`src/sv/bsg_pkg.sv`:
```
// Shared constants and types for the balance start gate.
// Holds block bit positions, configuration register indexes and the phase encoding.
// No dependencies.
package bsg_pkg;

    localparam int BLOCK_W    = 10;
    localparam int COUNT_W    = 16;
    localparam int LIMIT_W    = 15;
    localparam int CFG_IDX_W  = 3;
    localparam int CFG_DATA_W = 16;
    localparam int PHASE_W    = 2;

    // Block reason bit positions
    localparam int BLK_OFF    = 0;
    localparam int BLK_STATE  = 1;
    localparam int BLK_CONFIG = 2;
    localparam int BLK_LLEN   = 3;
    localparam int BLK_RLEN   = 4;
    localparam int BLK_LRATE  = 5;
    localparam int BLK_RRATE  = 6;
    localparam int BLK_LANG   = 7;
    localparam int BLK_RANG   = 8;
    localparam int BLK_BODY   = 9;

    localparam logic [BLOCK_W-1:0] BLK_OFF_MASK  = BLOCK_W'(1) << BLK_OFF;
    localparam logic [BLOCK_W-1:0] BLK_RATE_MASK =
        (BLOCK_W'(1) << BLK_LRATE) | (BLOCK_W'(1) << BLK_RRATE);

    // Configuration register indexes
    localparam logic [CFG_IDX_W-1:0] CFG_STABLE_CYCLES = 3'd0;
    localparam logic [CFG_IDX_W-1:0] CFG_LENGTH_TOL    = 3'd1;
    localparam logic [CFG_IDX_W-1:0] CFG_RATE_LIMIT    = 3'd2;
    localparam logic [CFG_IDX_W-1:0] CFG_LEG_ANGLE     = 3'd3;
    localparam logic [CFG_IDX_W-1:0] CFG_BODY_ANGLE    = 3'd4;

    // Phase codes as seen on the result
    localparam logic [PHASE_W-1:0] PHASE_CODE_OFF     = 2'd0;
    localparam logic [PHASE_W-1:0] PHASE_CODE_PREPARE = 2'd1;
    localparam logic [PHASE_W-1:0] PHASE_CODE_ACTIVE  = 2'd2;

    // Internal gate state, one-hot
    typedef enum logic [2:0] {
        ST_OFF     = 3'b001,
        ST_PREPARE = 3'b010,
        ST_ACTIVE  = 3'b100
    } t_phase;

    // Limits used by the prepare checks
    typedef struct packed {
        logic [COUNT_W-1:0] stable_cycles;
        logic [LIMIT_W-1:0] length_tolerance;
        logic [LIMIT_W-1:0] length_rate_limit;
        logic [LIMIT_W-1:0] leg_angle_limit;
        logic [LIMIT_W-1:0] body_angle_limit;
    } t_limits;

endpackage

```
`src/sv/bsg_in_if.sv`:
```
// Request channel of the balance start gate: valid/ready plus one tick of sensor data.
// Depends on nothing; VALUE_BITS sets the width of the signed fields.
interface bsg_in_if #(
    parameter int VALUE_BITS = 16
);
    logic                         valid;
    logic                         ready;
    logic                         power_on;
    logic                         sources_valid;
    logic signed [VALUE_BITS-1:0] left_length;
    logic signed [VALUE_BITS-1:0] right_length;
    logic signed [VALUE_BITS-1:0] left_target;
    logic signed [VALUE_BITS-1:0] right_target;
    logic signed [VALUE_BITS-1:0] left_rate;
    logic signed [VALUE_BITS-1:0] right_rate;
    logic signed [VALUE_BITS-1:0] left_angle;
    logic signed [VALUE_BITS-1:0] right_angle;
    logic signed [VALUE_BITS-1:0] pitch_angle;

    modport source (
        output valid, power_on, sources_valid, left_length, right_length,
               left_target, right_target, left_rate, right_rate,
               left_angle, right_angle, pitch_angle,
        input  ready
    );

    modport sink (
        input  valid, power_on, sources_valid, left_length, right_length,
               left_target, right_target, left_rate, right_rate,
               left_angle, right_angle, pitch_angle,
        output ready
    );
endinterface

```
`src/sv/bsg_out_if.sv`:
```
// Result channel of the balance start gate: valid/ready plus phase, reasons, count, errors.
// Depends on nothing; VALUE_BITS sets the width of the error fields.
interface bsg_out_if #(
    parameter int VALUE_BITS = 16
);
    logic                       valid;
    logic                       ready;
    logic [1:0]                 phase;
    logic [9:0]                 block_bits;
    logic [15:0]                count_out;
    logic signed [VALUE_BITS:0] left_error;
    logic signed [VALUE_BITS:0] right_error;

    modport source (
        output valid, phase, block_bits, count_out, left_error, right_error,
        input  ready
    );

    modport sink (
        input  valid, phase, block_bits, count_out, left_error, right_error,
        output ready
    );
endinterface

```
`src/sv/bsg_check.sv`:
```
// Prepare-phase checks: leg length errors and absolute-value limit compares.
// Depends on bsg_pkg.
module bsg_check #(
    parameter int VALUE_BITS = 16
) (
    input  bsg_pkg::t_limits                i_limits,
    input  logic                            i_sources_valid,
    input  logic signed [VALUE_BITS-1:0]    i_left_length,
    input  logic signed [VALUE_BITS-1:0]    i_right_length,
    input  logic signed [VALUE_BITS-1:0]    i_left_target,
    input  logic signed [VALUE_BITS-1:0]    i_right_target,
    input  logic signed [VALUE_BITS-1:0]    i_left_rate,
    input  logic signed [VALUE_BITS-1:0]    i_right_rate,
    input  logic signed [VALUE_BITS-1:0]    i_left_angle,
    input  logic signed [VALUE_BITS-1:0]    i_right_angle,
    input  logic signed [VALUE_BITS-1:0]    i_pitch_angle,
    output logic signed [VALUE_BITS:0]      o_left_error,
    output logic signed [VALUE_BITS:0]      o_right_error,
    output logic [bsg_pkg::BLOCK_W-1:0]     o_block
);
    localparam int EW = VALUE_BITS + 1;
    // compare width: holds any magnitude and any limit
    localparam int CW = (VALUE_BITS + 2 > bsg_pkg::LIMIT_W + 1) ?
                        VALUE_BITS + 2 : bsg_pkg::LIMIT_W + 1;

    logic cfg_fault;

    // True when |v| is strictly above the limit
    function automatic logic over(input logic signed [CW-1:0] v,
                                  input logic [bsg_pkg::LIMIT_W-1:0] lim);
        logic [CW-1:0] mag;
        begin
            mag = v[CW-1] ? CW'(-v) : CW'(v);
            return mag > CW'(lim);
        end
    endfunction

    // Compute length errors one bit wider than the inputs
    assign o_left_error  = EW'(i_left_length) - EW'(i_left_target);
    assign o_right_error = EW'(i_right_length) - EW'(i_right_target);

    // Any zero setting is a configuration fault and masks the limit checks
    assign cfg_fault = (i_limits.stable_cycles == '0) || (i_limits.length_tolerance == '0) ||
                       (i_limits.length_rate_limit == '0) ||
                       (i_limits.leg_angle_limit == '0) || (i_limits.body_angle_limit == '0);

    // Collect block reasons
    always_comb begin
        o_block = '0;
        o_block[bsg_pkg::BLK_STATE] = !i_sources_valid;
        if (cfg_fault) begin
            o_block[bsg_pkg::BLK_CONFIG] = 1'b1;
        end else begin
            o_block[bsg_pkg::BLK_LLEN]  = over(CW'(o_left_error), i_limits.length_tolerance);
            o_block[bsg_pkg::BLK_RLEN]  = over(CW'(o_right_error), i_limits.length_tolerance);
            o_block[bsg_pkg::BLK_LRATE] = over(CW'(i_left_rate), i_limits.length_rate_limit);
            o_block[bsg_pkg::BLK_RRATE] = over(CW'(i_right_rate), i_limits.length_rate_limit);
            o_block[bsg_pkg::BLK_LANG]  = over(CW'(i_left_angle), i_limits.leg_angle_limit);
            o_block[bsg_pkg::BLK_RANG]  = over(CW'(i_right_angle), i_limits.leg_angle_limit);
            o_block[bsg_pkg::BLK_BODY]  = over(CW'(i_pitch_angle), i_limits.body_angle_limit);
        end
    end
endmodule

```
`src/sv/bsg_seq.sv`:
```
// Gate sequencer: phase state, stable tick counter and held result registers.
// Depends on bsg_pkg; takes block reasons and errors from bsg_check.
module bsg_seq #(
    parameter int VALUE_BITS = 16
) (
    input  logic                            i_clk,
    input  logic                            i_rst_n,
    input  logic                            i_adv,
    input  logic                            i_power_on,
    input  logic [bsg_pkg::BLOCK_W-1:0]     i_block,
    input  logic signed [VALUE_BITS:0]      i_left_error,
    input  logic signed [VALUE_BITS:0]      i_right_error,
    input  logic [bsg_pkg::COUNT_W-1:0]     i_stable_cycles,
    output logic [bsg_pkg::PHASE_W-1:0]     o_phase,
    output logic [bsg_pkg::BLOCK_W-1:0]     o_block,
    output logic [bsg_pkg::COUNT_W-1:0]     o_count,
    output logic signed [VALUE_BITS:0]      o_left_error,
    output logic signed [VALUE_BITS:0]      o_right_error
);
    bsg_pkg::t_phase                r_phase, n_phase;
    logic [bsg_pkg::COUNT_W-1:0]    r_count, n_count;
    logic [bsg_pkg::COUNT_W-1:0]    count_inc;
    logic [bsg_pkg::BLOCK_W-1:0]    r_block, n_block;
    logic signed [VALUE_BITS:0]     r_left_err, n_left_err;
    logic signed [VALUE_BITS:0]     r_right_err, n_right_err;

    assign count_inc = (r_count < i_stable_cycles) ? r_count + 1'b1 : r_count;

    // Advance the gate by one tick
    always_comb begin
        n_phase     = r_phase;
        n_count     = r_count;
        n_block     = r_block;
        n_left_err  = r_left_err;
        n_right_err = r_right_err;
        if (i_adv) begin
            if (!i_power_on) begin
                n_phase = bsg_pkg::ST_OFF;
                n_count = '0;
                n_block = bsg_pkg::BLK_OFF_MASK;
            end else if (r_phase == bsg_pkg::ST_ACTIVE) begin
                n_block = '0;
            end else begin
                n_phase     = bsg_pkg::ST_PREPARE;
                n_block     = i_block;
                n_left_err  = i_left_error;
                n_right_err = i_right_error;
                if (i_block != '0) begin
                    // rate-only blocks back off the count, anything else restarts it
                    if (((i_block & ~bsg_pkg::BLK_RATE_MASK) == '0) && (r_count != '0)) begin
                        n_count = r_count - 1'b1;
                    end else begin
                        n_count = '0;
                    end
                end else begin
                    n_count = count_inc;
                    if (count_inc >= i_stable_cycles) begin
                        n_phase = bsg_pkg::ST_ACTIVE;
                    end
                end
            end
        end
    end

    // Hold state and result
    always_ff @(posedge i_clk) begin
        if (!i_rst_n) begin
            r_phase     <= bsg_pkg::ST_OFF;
            r_count     <= '0;
            r_block     <= '0;
            r_left_err  <= '0;
            r_right_err <= '0;
        end else begin
            r_phase     <= n_phase;
            r_count     <= n_count;
            r_block     <= n_block;
            r_left_err  <= n_left_err;
            r_right_err <= n_right_err;
        end
    end

    // Map the one-hot state to the result code
    always_comb begin
        unique case (r_phase)
            bsg_pkg::ST_OFF:     o_phase = bsg_pkg::PHASE_CODE_OFF;
            bsg_pkg::ST_PREPARE: o_phase = bsg_pkg::PHASE_CODE_PREPARE;
            bsg_pkg::ST_ACTIVE:  o_phase = bsg_pkg::PHASE_CODE_ACTIVE;
            default:             o_phase = bsg_pkg::PHASE_CODE_OFF;
        endcase
    end

    assign o_block       = r_block;
    assign o_count       = r_count;
    assign o_left_error  = r_left_err;
    assign o_right_error = r_right_err;

    // Power off forces the off reason and a cleared count
    a_off_result: assert property (@(posedge i_clk) disable iff (!i_rst_n)
        i_adv && !i_power_on |=> (r_block == bsg_pkg::BLK_OFF_MASK) && (r_count == '0))
        else $error("off tick did not clear count or set off reason");

    // Once active with power on, reasons stay clear and count holds
    a_active_hold: assert property (@(posedge i_clk) disable iff (!i_rst_n)
        i_adv && i_power_on && (r_phase == bsg_pkg::ST_ACTIVE)
        |=> (r_phase == bsg_pkg::ST_ACTIVE) && (r_block == '0) && $stable(r_count))
        else $error("active phase not held");

    // Errors change only on a prepare tick
    a_err_hold: assert property (@(posedge i_clk) disable iff (!i_rst_n)
        !i_adv |=> $stable(r_left_err) && $stable(r_right_err) && $stable(r_phase))
        else $error("state changed without an advance");
endmodule

```
`src/sv/balance_start_gate_core.sv`:
```
// Balance start gate top level: input register, prepare checks, gate sequencer.
// Flow: an accepted request is held in the input register, and its result is registered when the result slot is free.
// Throughput: one request per cycle while each result is taken; a stalled result holds the input stage.
// Reset (i_rst_n low, synchronous): phase off, count 0, errors 0, all limits 0.
// Depends on bsg_pkg, bsg_in_if, bsg_out_if, bsg_check, bsg_seq.
module balance_start_gate_core #(
    parameter int VALUE_BITS = 16
) (
    input  logic                                i_clk,
    input  logic                                i_rst_n,
    input  logic                                i_cfg_we,
    input  logic [bsg_pkg::CFG_IDX_W-1:0]       i_cfg_idx,
    input  logic [bsg_pkg::CFG_DATA_W-1:0]      i_cfg_data,
    bsg_in_if.sink                              s_in,
    bsg_out_if.source                           m_out
);
    bsg_pkg::t_limits               r_limits;

    logic                           r_in_valid;
    logic                           r_out_valid;
    logic                           r_power_on;
    logic                           r_sources_valid;
    logic signed [VALUE_BITS-1:0]   r_left_length, r_right_length;
    logic signed [VALUE_BITS-1:0]   r_left_target, r_right_target;
    logic signed [VALUE_BITS-1:0]   r_left_rate, r_right_rate;
    logic signed [VALUE_BITS-1:0]   r_left_angle, r_right_angle, r_pitch_angle;

    logic                           in_take;
    logic                           out_free;
    logic                           adv;
    logic signed [VALUE_BITS:0]     chk_left_err, chk_right_err;
    logic [bsg_pkg::BLOCK_W-1:0]    chk_block;

    // Handshake: advance when the input stage holds a request and the result slot is free
    assign out_free    = !r_out_valid || m_out.ready;
    assign adv         = r_in_valid && out_free;
    assign s_in.ready  = !r_in_valid || adv;
    assign in_take     = s_in.valid && s_in.ready;
    assign m_out.valid = r_out_valid;

    // Write configuration registers
    always_ff @(posedge i_clk) begin
        if (!i_rst_n) begin
            r_limits <= '0;
        end else if (i_cfg_we) begin
            unique case (i_cfg_idx)
                bsg_pkg::CFG_STABLE_CYCLES: r_limits.stable_cycles <= i_cfg_data;
                bsg_pkg::CFG_LENGTH_TOL:
                    r_limits.length_tolerance <= i_cfg_data[bsg_pkg::LIMIT_W-1:0];
                bsg_pkg::CFG_RATE_LIMIT:
                    r_limits.length_rate_limit <= i_cfg_data[bsg_pkg::LIMIT_W-1:0];
                bsg_pkg::CFG_LEG_ANGLE:
                    r_limits.leg_angle_limit <= i_cfg_data[bsg_pkg::LIMIT_W-1:0];
                bsg_pkg::CFG_BODY_ANGLE:
                    r_limits.body_angle_limit <= i_cfg_data[bsg_pkg::LIMIT_W-1:0];
                default: ;
            endcase
        end
    end

    // Track valid flags of the input and result stages
    always_ff @(posedge i_clk) begin
        if (!i_rst_n) begin
            r_in_valid  <= 1'b0;
            r_out_valid <= 1'b0;
        end else begin
            if (in_take) begin
                r_in_valid <= 1'b1;
            end else if (adv) begin
                r_in_valid <= 1'b0;
            end
            if (adv) begin
                r_out_valid <= 1'b1;
            end else if (m_out.ready) begin
                r_out_valid <= 1'b0;
            end
        end
    end

    // Capture the request payload
    always_ff @(posedge i_clk) begin
        if (in_take) begin
            r_power_on      <= s_in.power_on;
            r_sources_valid <= s_in.sources_valid;
            r_left_length   <= s_in.left_length;
            r_right_length  <= s_in.right_length;
            r_left_target   <= s_in.left_target;
            r_right_target  <= s_in.right_target;
            r_left_rate     <= s_in.left_rate;
            r_right_rate    <= s_in.right_rate;
            r_left_angle    <= s_in.left_angle;
            r_right_angle   <= s_in.right_angle;
            r_pitch_angle   <= s_in.pitch_angle;
        end
    end

    bsg_check #(
        .VALUE_BITS (VALUE_BITS)
    ) u_check (
        .i_limits        (r_limits),
        .i_sources_valid (r_sources_valid),
        .i_left_length   (r_left_length),
        .i_right_length  (r_right_length),
        .i_left_target   (r_left_target),
        .i_right_target  (r_right_target),
        .i_left_rate     (r_left_rate),
        .i_right_rate    (r_right_rate),
        .i_left_angle    (r_left_angle),
        .i_right_angle   (r_right_angle),
        .i_pitch_angle   (r_pitch_angle),
        .o_left_error    (chk_left_err),
        .o_right_error   (chk_right_err),
        .o_block         (chk_block)
    );

    bsg_seq #(
        .VALUE_BITS (VALUE_BITS)
    ) u_seq (
        .i_clk           (i_clk),
        .i_rst_n         (i_rst_n),
        .i_adv           (adv),
        .i_power_on      (r_power_on),
        .i_block         (chk_block),
        .i_left_error    (chk_left_err),
        .i_right_error   (chk_right_err),
        .i_stable_cycles (r_limits.stable_cycles),
        .o_phase         (m_out.phase),
        .o_block         (m_out.block_bits),
        .o_count         (m_out.count_out),
        .o_left_error    (m_out.left_error),
        .o_right_error   (m_out.right_error)
    );

    // An accepted request sits in the input stage next cycle
    a_in_load: assert property (@(posedge i_clk) disable iff (!i_rst_n)
        in_take |=> r_in_valid)
        else $error("accepted request lost");

    // Every advance presents a result next cycle
    a_out_load: assert property (@(posedge i_clk) disable iff (!i_rst_n)
        adv |=> r_out_valid)
        else $error("advance without a result");

    // A waiting result is never overwritten
    a_no_overrun: assert property (@(posedge i_clk) disable iff (!i_rst_n)
        r_out_valid && !m_out.ready |-> !adv)
        else $error("result overwritten while stalled");
endmodule
```
`src/flat_wrapper.sv`:
```
// flat-port wrapper written by rule: the top's interface ports become plain ports
module balance_start_gate_core_flat 
#(
    parameter int VALUE_BITS = 16
)
  (i_clk, i_rst_n, i_cfg_we, i_cfg_idx, i_cfg_data, s_in_valid, s_in_power_on, s_in_sources_valid, s_in_left_length, s_in_right_length, s_in_left_target, s_in_right_target, s_in_left_rate, s_in_right_rate, s_in_left_angle, s_in_right_angle, s_in_pitch_angle, s_in_ready, m_out_valid, m_out_phase, m_out_block_bits, m_out_count_out, m_out_left_error, m_out_right_error, m_out_ready);
  bsg_in_if #(.VALUE_BITS(VALUE_BITS)) s_in_i ();
  bsg_out_if #(.VALUE_BITS(VALUE_BITS)) m_out_i ();
  input  logic i_clk;
  input  logic i_rst_n;
  input  logic i_cfg_we;
  input  logic [bsg_pkg::CFG_IDX_W-1:0] i_cfg_idx;
  input  logic [bsg_pkg::CFG_DATA_W-1:0] i_cfg_data;
  input wire logic [$bits(s_in_i.valid)-1:0] s_in_valid;
  input wire logic [$bits(s_in_i.power_on)-1:0] s_in_power_on;
  input wire logic [$bits(s_in_i.sources_valid)-1:0] s_in_sources_valid;
  input wire logic [$bits(s_in_i.left_length)-1:0] s_in_left_length;
  input wire logic [$bits(s_in_i.right_length)-1:0] s_in_right_length;
  input wire logic [$bits(s_in_i.left_target)-1:0] s_in_left_target;
  input wire logic [$bits(s_in_i.right_target)-1:0] s_in_right_target;
  input wire logic [$bits(s_in_i.left_rate)-1:0] s_in_left_rate;
  input wire logic [$bits(s_in_i.right_rate)-1:0] s_in_right_rate;
  input wire logic [$bits(s_in_i.left_angle)-1:0] s_in_left_angle;
  input wire logic [$bits(s_in_i.right_angle)-1:0] s_in_right_angle;
  input wire logic [$bits(s_in_i.pitch_angle)-1:0] s_in_pitch_angle;
  output wire logic [$bits(s_in_i.ready)-1:0] s_in_ready;
  output wire logic [$bits(m_out_i.valid)-1:0] m_out_valid;
  output wire logic [$bits(m_out_i.phase)-1:0] m_out_phase;
  output wire logic [$bits(m_out_i.block_bits)-1:0] m_out_block_bits;
  output wire logic [$bits(m_out_i.count_out)-1:0] m_out_count_out;
  output wire logic [$bits(m_out_i.left_error)-1:0] m_out_left_error;
  output wire logic [$bits(m_out_i.right_error)-1:0] m_out_right_error;
  input wire logic [$bits(m_out_i.ready)-1:0] m_out_ready;
  assign s_in_i.valid = s_in_valid;
  assign s_in_i.power_on = s_in_power_on;
  assign s_in_i.sources_valid = s_in_sources_valid;
  assign s_in_i.left_length = s_in_left_length;
  assign s_in_i.right_length = s_in_right_length;
  assign s_in_i.left_target = s_in_left_target;
  assign s_in_i.right_target = s_in_right_target;
  assign s_in_i.left_rate = s_in_left_rate;
  assign s_in_i.right_rate = s_in_right_rate;
  assign s_in_i.left_angle = s_in_left_angle;
  assign s_in_i.right_angle = s_in_right_angle;
  assign s_in_i.pitch_angle = s_in_pitch_angle;
  assign s_in_ready = s_in_i.ready;
  assign m_out_valid = m_out_i.valid;
  assign m_out_phase = m_out_i.phase;
  assign m_out_block_bits = m_out_i.block_bits;
  assign m_out_count_out = m_out_i.count_out;
  assign m_out_left_error = m_out_i.left_error;
  assign m_out_right_error = m_out_i.right_error;
  assign m_out_i.ready = m_out_ready;
  balance_start_gate_core #(.VALUE_BITS(VALUE_BITS)) u_core (.i_clk(i_clk), .i_rst_n(i_rst_n), .i_cfg_we(i_cfg_we), .i_cfg_idx(i_cfg_idx), .i_cfg_data(i_cfg_data), .s_in(s_in_i), .m_out(m_out_i));
endmodule
```
`config.mk`:
```
export PLATFORM = sky130hd
export DESIGN_NAME = balance_start_gate_core_flat
export DESIGN_NICKNAME = d
export VERILOG_FILES = /design/src/sv/bsg_pkg.sv /design/src/sv/bsg_in_if.sv /design/src/sv/bsg_out_if.sv /design/src/sv/bsg_check.sv /design/src/sv/bsg_seq.sv /design/src/sv/balance_start_gate_core.sv /design/src/flat_wrapper.sv
export SDC_FILE = /design/constraint.sdc
export NUM_CORES = 1
export LEC_CHECK = 0
export ABC_AREA = 1
export BUFFER_PORTS_ARGS = -buffer_cell sky130_fd_sc_hd__buf_2
export CORE_ASPECT_RATIO = 0.8
export CORE_MARGIN = 2
export CORE_UTILIZATION = 55
export CTS_CLUSTER_SIZE = 8
export DETAILED_ROUTE_END_ITERATION = 6
export PLACE_DENSITY = 0.74
export SLEW_MARGIN = 20
export SYNTH_ARGS = -nofsm -noshare
export SYNTH_HDL_FRONTEND = slang
export SYNTH_SLANG_ARGS = --single-unit
export TNS_END_PERCENT = 1
```
`constraint.sdc`:
```
create_clock -name i_clk -period 9 [get_ports i_clk]
set_clock_uncertainty 0.1 [all_clocks]
set_input_delay 0.45 -clock i_clk [delete_from_list [all_inputs] [get_ports i_clk]]
set_output_delay 0.45 -clock i_clk [all_outputs]
set_load 0.03 [all_outputs]
```
==> flow_summary.json, run 1 <==
{
  "die-area_sq_mm": 0.03488,
  "pwr-share-comb_pct": 24.3,
  "cp-endpoint": "u_core.u_seq.o_count[0]",
  "p_leak_uw": 0.01042,
  "grt_pass1_vias": 16012,
  "numPlacedInstances": 2874,
  "start_kind": "flip-flop",
  "cts_resized": 0,
  "seq_power_share_pct": 38.5,
  "io_buffers": 233,
  "start_util_pct": 56.15,
  "rsz0062_at_grt": "no",
  "ys_ff_latch": 287,
  "worst_pin_slew_ns": 0.9083,
  "cts_buffers": 41,
  "seq_area_frac_synth_pct": 39.25,
  "fin_cells": 3090,
  "fin_setup_tns_ns": 0,
  "synth_cell_types": 55,
  "n_fill_cell": 2616,
  "root_buffer": "clkbuf_16",
  "route.detailed.drc": 0,
  "p_per_area_mw_per_mm2": 171.2,
  "min_period_over_period_pct": 55.28,
  "ff2ff_setup_slack_ns": 4.02,
  "cp-startpoint": "u_core.r_right_target[0]",
  "ios": 234,
  "power_switching_share_pct": 30.62,
  "endpoint_kind": "flip-flop",
  "drv_cap": 0,
  "row_count": 59,
  "cpPeakStageDelay_ns": 0.57,
  "slew_headroom_pct": 39.28,
  "gp_congestion": 0.8971,
  "num_vias": 16708,
  "clk_latency_ns": 0.55,
  "fmax_ghz": 0.2010,
  "crit_path_top_delay_cell": "nor3_4",
  "dr.pass1.iters": 5,
  "yosys.area.top_type_share_pct": 23.87,
  "syn-num-nets": 2622,
  "max-vdd-ir-drop_uv": 145.6,
  "dp_hpwl_microns": 36080,
  "htreeDepth": 2,
  "largest_reg_flops": 76,
  "yosys_warnings": 0,
  "grt_pass1_wl_microns": 80430,
  "p_sw_uw": 1178,
  "core_sq_mm": 0.03270,
  "drv_slew": 0,
  "antenna_left": 0,
  "final_core_util_pct": 68.72,
  "yosys.area.top_type": "edfxtp_1",
  "grt_max_degree": 92,
  "wl_per_cell_microns": 16.31,
  "setup_viol": 0,
  "antenna_found_initial": 4,
  "area_growth_pct": 22.38,
  "period_needed_ns": 4.975,
  "cp_common_cell": "nand2_1",
  "cts.sinks": 287,
  "layout_common_cells": "398 x nand2_1, 347 x inv_1, 233 x buf_2, 200 x a21oi_1, 178 x ha_1",
  "die-width_microns": 208.3,
  "cts_tree": "done",
  "drt_iter0_markers": 1402,
  "reg2reg_from": "u_core.r_right_target[0]",
  "wl_microns": 50400,
  "drive_gt1_share_pct": 13.95,
  "path_clk_slew_ns": 0.05,
  "overflow": 0,
  "fp.dieH_microns": 167.4,
  "p_int_uw": 2669,
  "synth.cell_area_sq_mm": 0.01836,
  "whs_ns": 0.01188,
  "vias_per_cell": 5.407,
  "synthCells": 2272,
  "hp-class": "input port to flip-flop",
  "top_register": "u_core.r_limits",
  "status": "finished clean",
  "clockPowerShare_pct": 37.2,
  "arrival_ns": 5.34,
  "finalHoldViolCount": 0,
  "cp.required_ns": 9.37,
  "synth_area_per_cell_sq_um": 8.083,
  "path_max_fanout": 18,
  "grt_usage_pct": 28.39,
  "r2r_end": "u_core.u_seq.o_count[0]",
  "path_class": "flip-flop to flip-flop",
  "final_nets": 2984,
  "final_common_cell": "nand2_1",
  "r2r_cells": 28,
  "finalPower_uw": 3847,
  "cts.path.max_buffers": 3,
  "netlist_top_cells_area": "edfxtp_1 24%, dfxtp_1 15%, ha_1 12%"
}
synth_stat cells, drive strengths merged:
master and n:
nand2 423, inv 358, a21oi 211, ha 178, nor2 170, o21ai 153
edfxtp 146, dfxtp 141, nand3 113, xor2 104, clkbuf 55, nand4 41
nor3 41, nor4 23, xnor2 22, o211ai 19, nand3b 12, o21bai 12
buf 8, o31ai 6, a211oi 5, a31oi 5, or2 5, o21a 4
a21boi 2, a21o 2, and2 2, fa 2, o41ai 2, clkinv 1
nor3b 1, o2111ai 1, o221ai 1, o311ai 1, or3b 1, or4 1
power groups by stage:
stage / Combinational [uW] / Clock, uW / Sequential (uW)
after CTS: 922 / 1450 / 1480
after floorplan: 620 / 0 / 1520
final: 934 / 1430 / 1480
after detailed placement: 866 / 0 / 1510
after global routing: 1050 / 1510 / 1490
after global placement: 833 / 0 / 1500
final cells by class:
type / instances / area, sq um / share of cell area [%]
clock buffers: 66 / 1141 / 5.077
well taps: 427 / 534.3 / 2.377
multi-input cells: 1563 / 9547 / 42.48
diodes: 4 / 10.01 / 0.04454
clock inverters: 2 / 36.28 / 0.1615
repair buffers: 382 / 2645 / 11.77
flip-flops and latches: 287 / 7207 / 32.07
inverters: 359 / 1354 / 6.024
timing repair:
action | CTS | global route
hold buffers | 144 | 0
endpoints found under the hold margin | 144 | 0
setup buffers | 0 | 0
cell families after synthesis:
logic type	synth area share [%]
flops	39.25
fa+ha+maj	12.35
compound gates	12.60
xor+xnor	6.234
buf+inv	8.816
simple gates	20.76
worst min-delay path by stage:
stage	from	endpoint	slack [ns]	depth (start not counted)
2_1_floorplan	u_core.r_limits[0]	u_core.r_limits[0]	0.35	2
3_3_place_gp	u_core.u_seq.o_block[3]	u_core.u_seq.o_block[3]	0.35	2
3_5_place_dp	u_core.u_seq.o_block[3]	u_core.u_seq.o_block[3]	0.36	2
4_1_cts	s_in_right_target[0]	u_core.r_right_target[0]	0.00005	1
5_1_grt	s_in_right_target[1]	u_core.r_right_target[1]	0.005	1
6_report	s_in_right_target[0]	u_core.r_right_target[0]	0.01	1
routing by layer:
| metal | GRT usage (%) | wire, microns | vias up |
|---|---|---|---|
| li1 | - | - | 8319 |
| met1 | 39.42 | 22780 | 7712 |
| met2 | 45.54 | 22870 | 580 |
| met3 | 4.276 | 3333 | 97 |
| met4 | 9.478 | 1410 | 0 |
| met5 | 0 | 0 | - |
through the flow:
step	instance area (sq um)	worst slack, ns
floorplan	18360	4.692
global placement	19840	4.272
detailed placement	19850	4.104
CTS	22460	4.076
global route	22470	3.378
finish	22470	4.025
worst max-delay path, delay by kind of cell, from the launching register on:
family          cells  cell delay (ns)
compound gates      5             0.80
fa+ha+maj           3             0.92
simple gates       17             2.41
buf+inv             2             0.17
flops               1             0.36
xor+xnor            1             0.13
Power figures use the tool's default switching activity.
==> run 2, diff against run 1 <==
--- a/config.mk
+++ b/config.mk
@@ -5,7 +5,7 @@
 export SDC_FILE = /design/constraint.sdc
 export NUM_CORES = 1
 export LEC_CHECK = 0
-export ABC_AREA = 1
+export ABC_AREA = 0
 export BUFFER_PORTS_ARGS = -buffer_cell sky130_fd_sc_hd__buf_2
 export CORE_ASPECT_RATIO = 0.8
 export CORE_MARGIN = 2
==> constraint.sdc (replaced) <==
create_clock -name i_clk -period 5.2 [get_ports i_clk]
set_clock_uncertainty 0.1 [all_clocks]
set_input_delay 0.26 -clock i_clk [delete_from_list [all_inputs] [get_ports i_clk]]
set_output_delay 0.26 -clock i_clk [all_outputs]
set_load 0.03 [all_outputs]
==> run 2 against run 1 <==
  * Cell count down 6.3%
  * Routed wire length up 6.6%
  * Non-clock buffer count up 109
  * Register-to-register slack worse by 3.8 ns
  * Design area up 4.3%
  * Fmax down 0.43%
  * Via count down 0.41%
  * Clock power up 83%
  * Sequential power up 73%
  * Sequential cell count unchanged
  * Sequential share of layout area down 1.3 points
  * Largest power group is now the clock network
==> flow_summary.json, run 2 <==
{
  "async_flop_share_pct": 0,
  "p_per_area_mw_per_mm2": 287.6,
  "top_register": "u_core.r_limits",
  "design_area_sq_mm": 0.02345,
  "row_count": 59,
  "layout_common_cells": "324 x nand2_1, 232 x buf_2, 178 x ha_1, 166 x dlygate4sd3_1, 146 x edfxtp_1",
  "cts.path.max_buffers": 3,
  "fp.dieH_microns": 166.5,
  "drv_slew": 0,
  "netlist_top_cells_area": "edfxtp_1 24%, dfxtp_1 16%, ha_1 12%",
  "dr.pass1.iters": 5,
  "critical_path.top_delay_family": "compound AO/OA/AOI/OAI gates",
  "synth_top_family_by_area": "simple AND/OR/NAND/NOR gates",
  "yosys.area.top_type": "edfxtp_1",
  "synthMuxAreaShare_pct": 0.2826,
  "io_buffers": 233,
  "final_common_cell": "nand2_1",
  "p_leak_uw": 0.009615,
  "cts_tree": "done",
  "setup_viol": 0,
  "fin_cells": 2896,
  "endpoint_kind": "flip-flop",
  "wl_microns": 53730,
  "worst_pin_slew_ns": 1.059,
  "grt_pass1_vias": 16407,
  "syn-num-nets": 2317,
  "path_class": "flip-flop to flip-flop",
  "htreeDepth": 2,
  "die-width_microns": 207.1,
  "arrival_ns": 5.32,
  "synth_cell_types": 103,
  "status": "finished clean",
  "area_growth_pct": 29.19,
  "synthAdderAreaFrac_pct": 12.49,
  "yosys_warnings": 0,
  "synthXorXnorAreaFrac_pct": 5.984,
  "period_needed_ns": 4.997,
  "cp.required_ns": 5.52,
  "largest_reg_flops": 76,
  "yosys.area.top_type_share_pct": 24.16,
  "cpPeakStageDelay_ns": 0.37,
  "max-vdd-ir-drop_uv": 345.8,
  "synth_compound_area_share_pct": 18.05,
  "path_cells": "ha_1 > fa_2 > nand2b_4 > a21oi_4 > o22ai_2 > o31ai_2 > nand2_1 > a31o_4 > nand2_1 > xnor2_1 > ha_1 > a21o_1 > a21o_1 > a211oi_2 > o21ai_1 > a221o_1 > a22oi_1 > buf_4 > a31oi_4 > nor3b_4 > buf_4 > nand3_2 > a32o_1",
  "wl_per_cell_microns": 18.55,
  "start_util_pct": 55.88,
  "ios": 234,
  "gp_congestion": 0.9703,
  "root_buffer": "clkbuf_16",
  "synthCells": 1967,
  "synth_area_per_cell_sq_um": 9.227,
  "dpl-instance-area_sq_mm": 0.02024,
  "synth.cell_area_sq_mm": 0.01815,
  "yosysMostFrequentCell": "nand2_1",
  "dp_hpwl_microns": 37380,
  "finalPower_uw": 6744,
  "drt_iter0_markers": 1345,
  "cts_buffers": 42,
  "synth_edf_count": 146,
  "clk_latency_ns": 0.56,
  "grt_max_degree": 147,
  "slew_headroom_pct": 29.38,
  "drv_cap": 0,
  "min_period_over_period_pct": 96.09,
  "die-area_sq_mm": 0.03448,
  "synthTopCellsByCount": "326 x nand2_1, 178 x ha_1, 146 x edfxtp_1, 141 x dfxtp_1, 141 x inv_1",
  "fmax_ghz": 0.2001,
  "grt_pass1_wl_microns": 85220,
  "synth-simple-area-share_pct": 18.97,
  "setup_slack_ns": 0.2034,
  "drive_gt1_share_pct": 18.53,
  "grt_usage_pct": 30.53,
  "num_vias": 16639,
  "overflow": 0,
  "core_sq_mm": 0.03248,
  "path_clk_slew_ns": 0.05,
  "seq_area_frac_synth_pct": 39.71,
  "path_max_fanout": 6,
  "dp_slack_ns": -0.08237,
  "antenna_left": 0,
  "ys.flop_type": "edfxtp_1",
  "cts.sinks": 287,
  "vias_per_cell": 5.746,
  "ys_ff_latch": 287,
  "final_core_util_pct": 72.19,
  "crit_path_top_delay_cell": "fa_2",
  "finalHoldViolCount": 0,
  "route.detailed.drc": 0,
  "antenna_found_initial": 2,
  "start_kind": "flip-flop",
  "hp-class": "input port to flip-flop",
  "crit_buf_inv": 2,
  "numPlacedInstances": 2646,
  "final_nets": 2786
}
run 2: cell type report:
cell class | instances | area [sq um]
multi-input combinational | 1472 | 10360
fill | 2428 | 9034
sequential | 287 | 7207
timing repair buffer | 491 | 3561
clock buffer | 71 | 1191
tap | 427 | 534.3
inverter | 142 | 533.0
clock inverter | 3 | 56.30
antenna | 3 | 7.507
run 2: logic make-up (layout without fill, tap and decap cells):
logic type               Yosys count  count (layout)
AO/OA/AOI/OAI                    466             466
XOR/XNOR                         124             124
adder cells (fa/ha/maj)          180             180
buffers and inverters            208             707
flip-flops                       287             287
multiplexers                       5               5
other                              0               3
AND/OR/NAND/NOR                  697             697
run 2: worst min-delay path: stages:
cell	delay, ns
buf_2	0.15
nor2_1	0.21
nand2_1	0.12
a21boi_0	0.06
run 2: path summary, 6_finish.rpt:
kind	start	to	slack, ns	cells after the start
worst max-delay path	u_core.r_right_target[0]	u_core.u_seq.r_phase[1]	0.20	23
worst min-delay path	i_cfg_idx[1]	u_core.r_limits[51]	0.19	4
worst max register to register	u_core.r_right_target[0]	u_core.u_seq.r_phase[1]	0.20	23
worst min register to register	u_core.u_seq.o_left_error[5]	u_core.u_seq.o_left_error[5]	0.36	2
run 2: repair_timing:
action	4_1_cts	5_1_grt
pin swaps	1	17
setup buffers	0	7
hold endpoints to repair	225	0
endpoints found under the setup margin	17	18
resized for setup	6	43
hold buffers	166	0
run 2: through the flow:
step,setup TNS [ns],hold WS (ns)
floorplan,0,0.2589
global placement,0,0.3358
detailed placement,-0.2449,0.3381
CTS,0,0.1769
global route,-0.6729,0.2516
finish,0,0.1877
run 2: per-layer routing:
metal / GRT usage [%] / part of all wire (%) / vias up / wire length (microns)
met2: 48.87 / 45 / 671 / 24420
met1: 41.26 / 44 / 7851 / 23400
met4: 11.74 / 3.4 / 0 / 1817
met5: 0 / 0 / - / 0
li1: - / - / 7980 / -
met3: 5.563 / 7.6 / 137 / 4096
run 2: power breakdown:
part	switching, uW	internal [uW]	total [uW]	leakage [uW]
Sequential	71.7	2490	2560	0.00257
Combinational	853	714	1570	0.00645
Clock	1060	1560	2620	0.000595
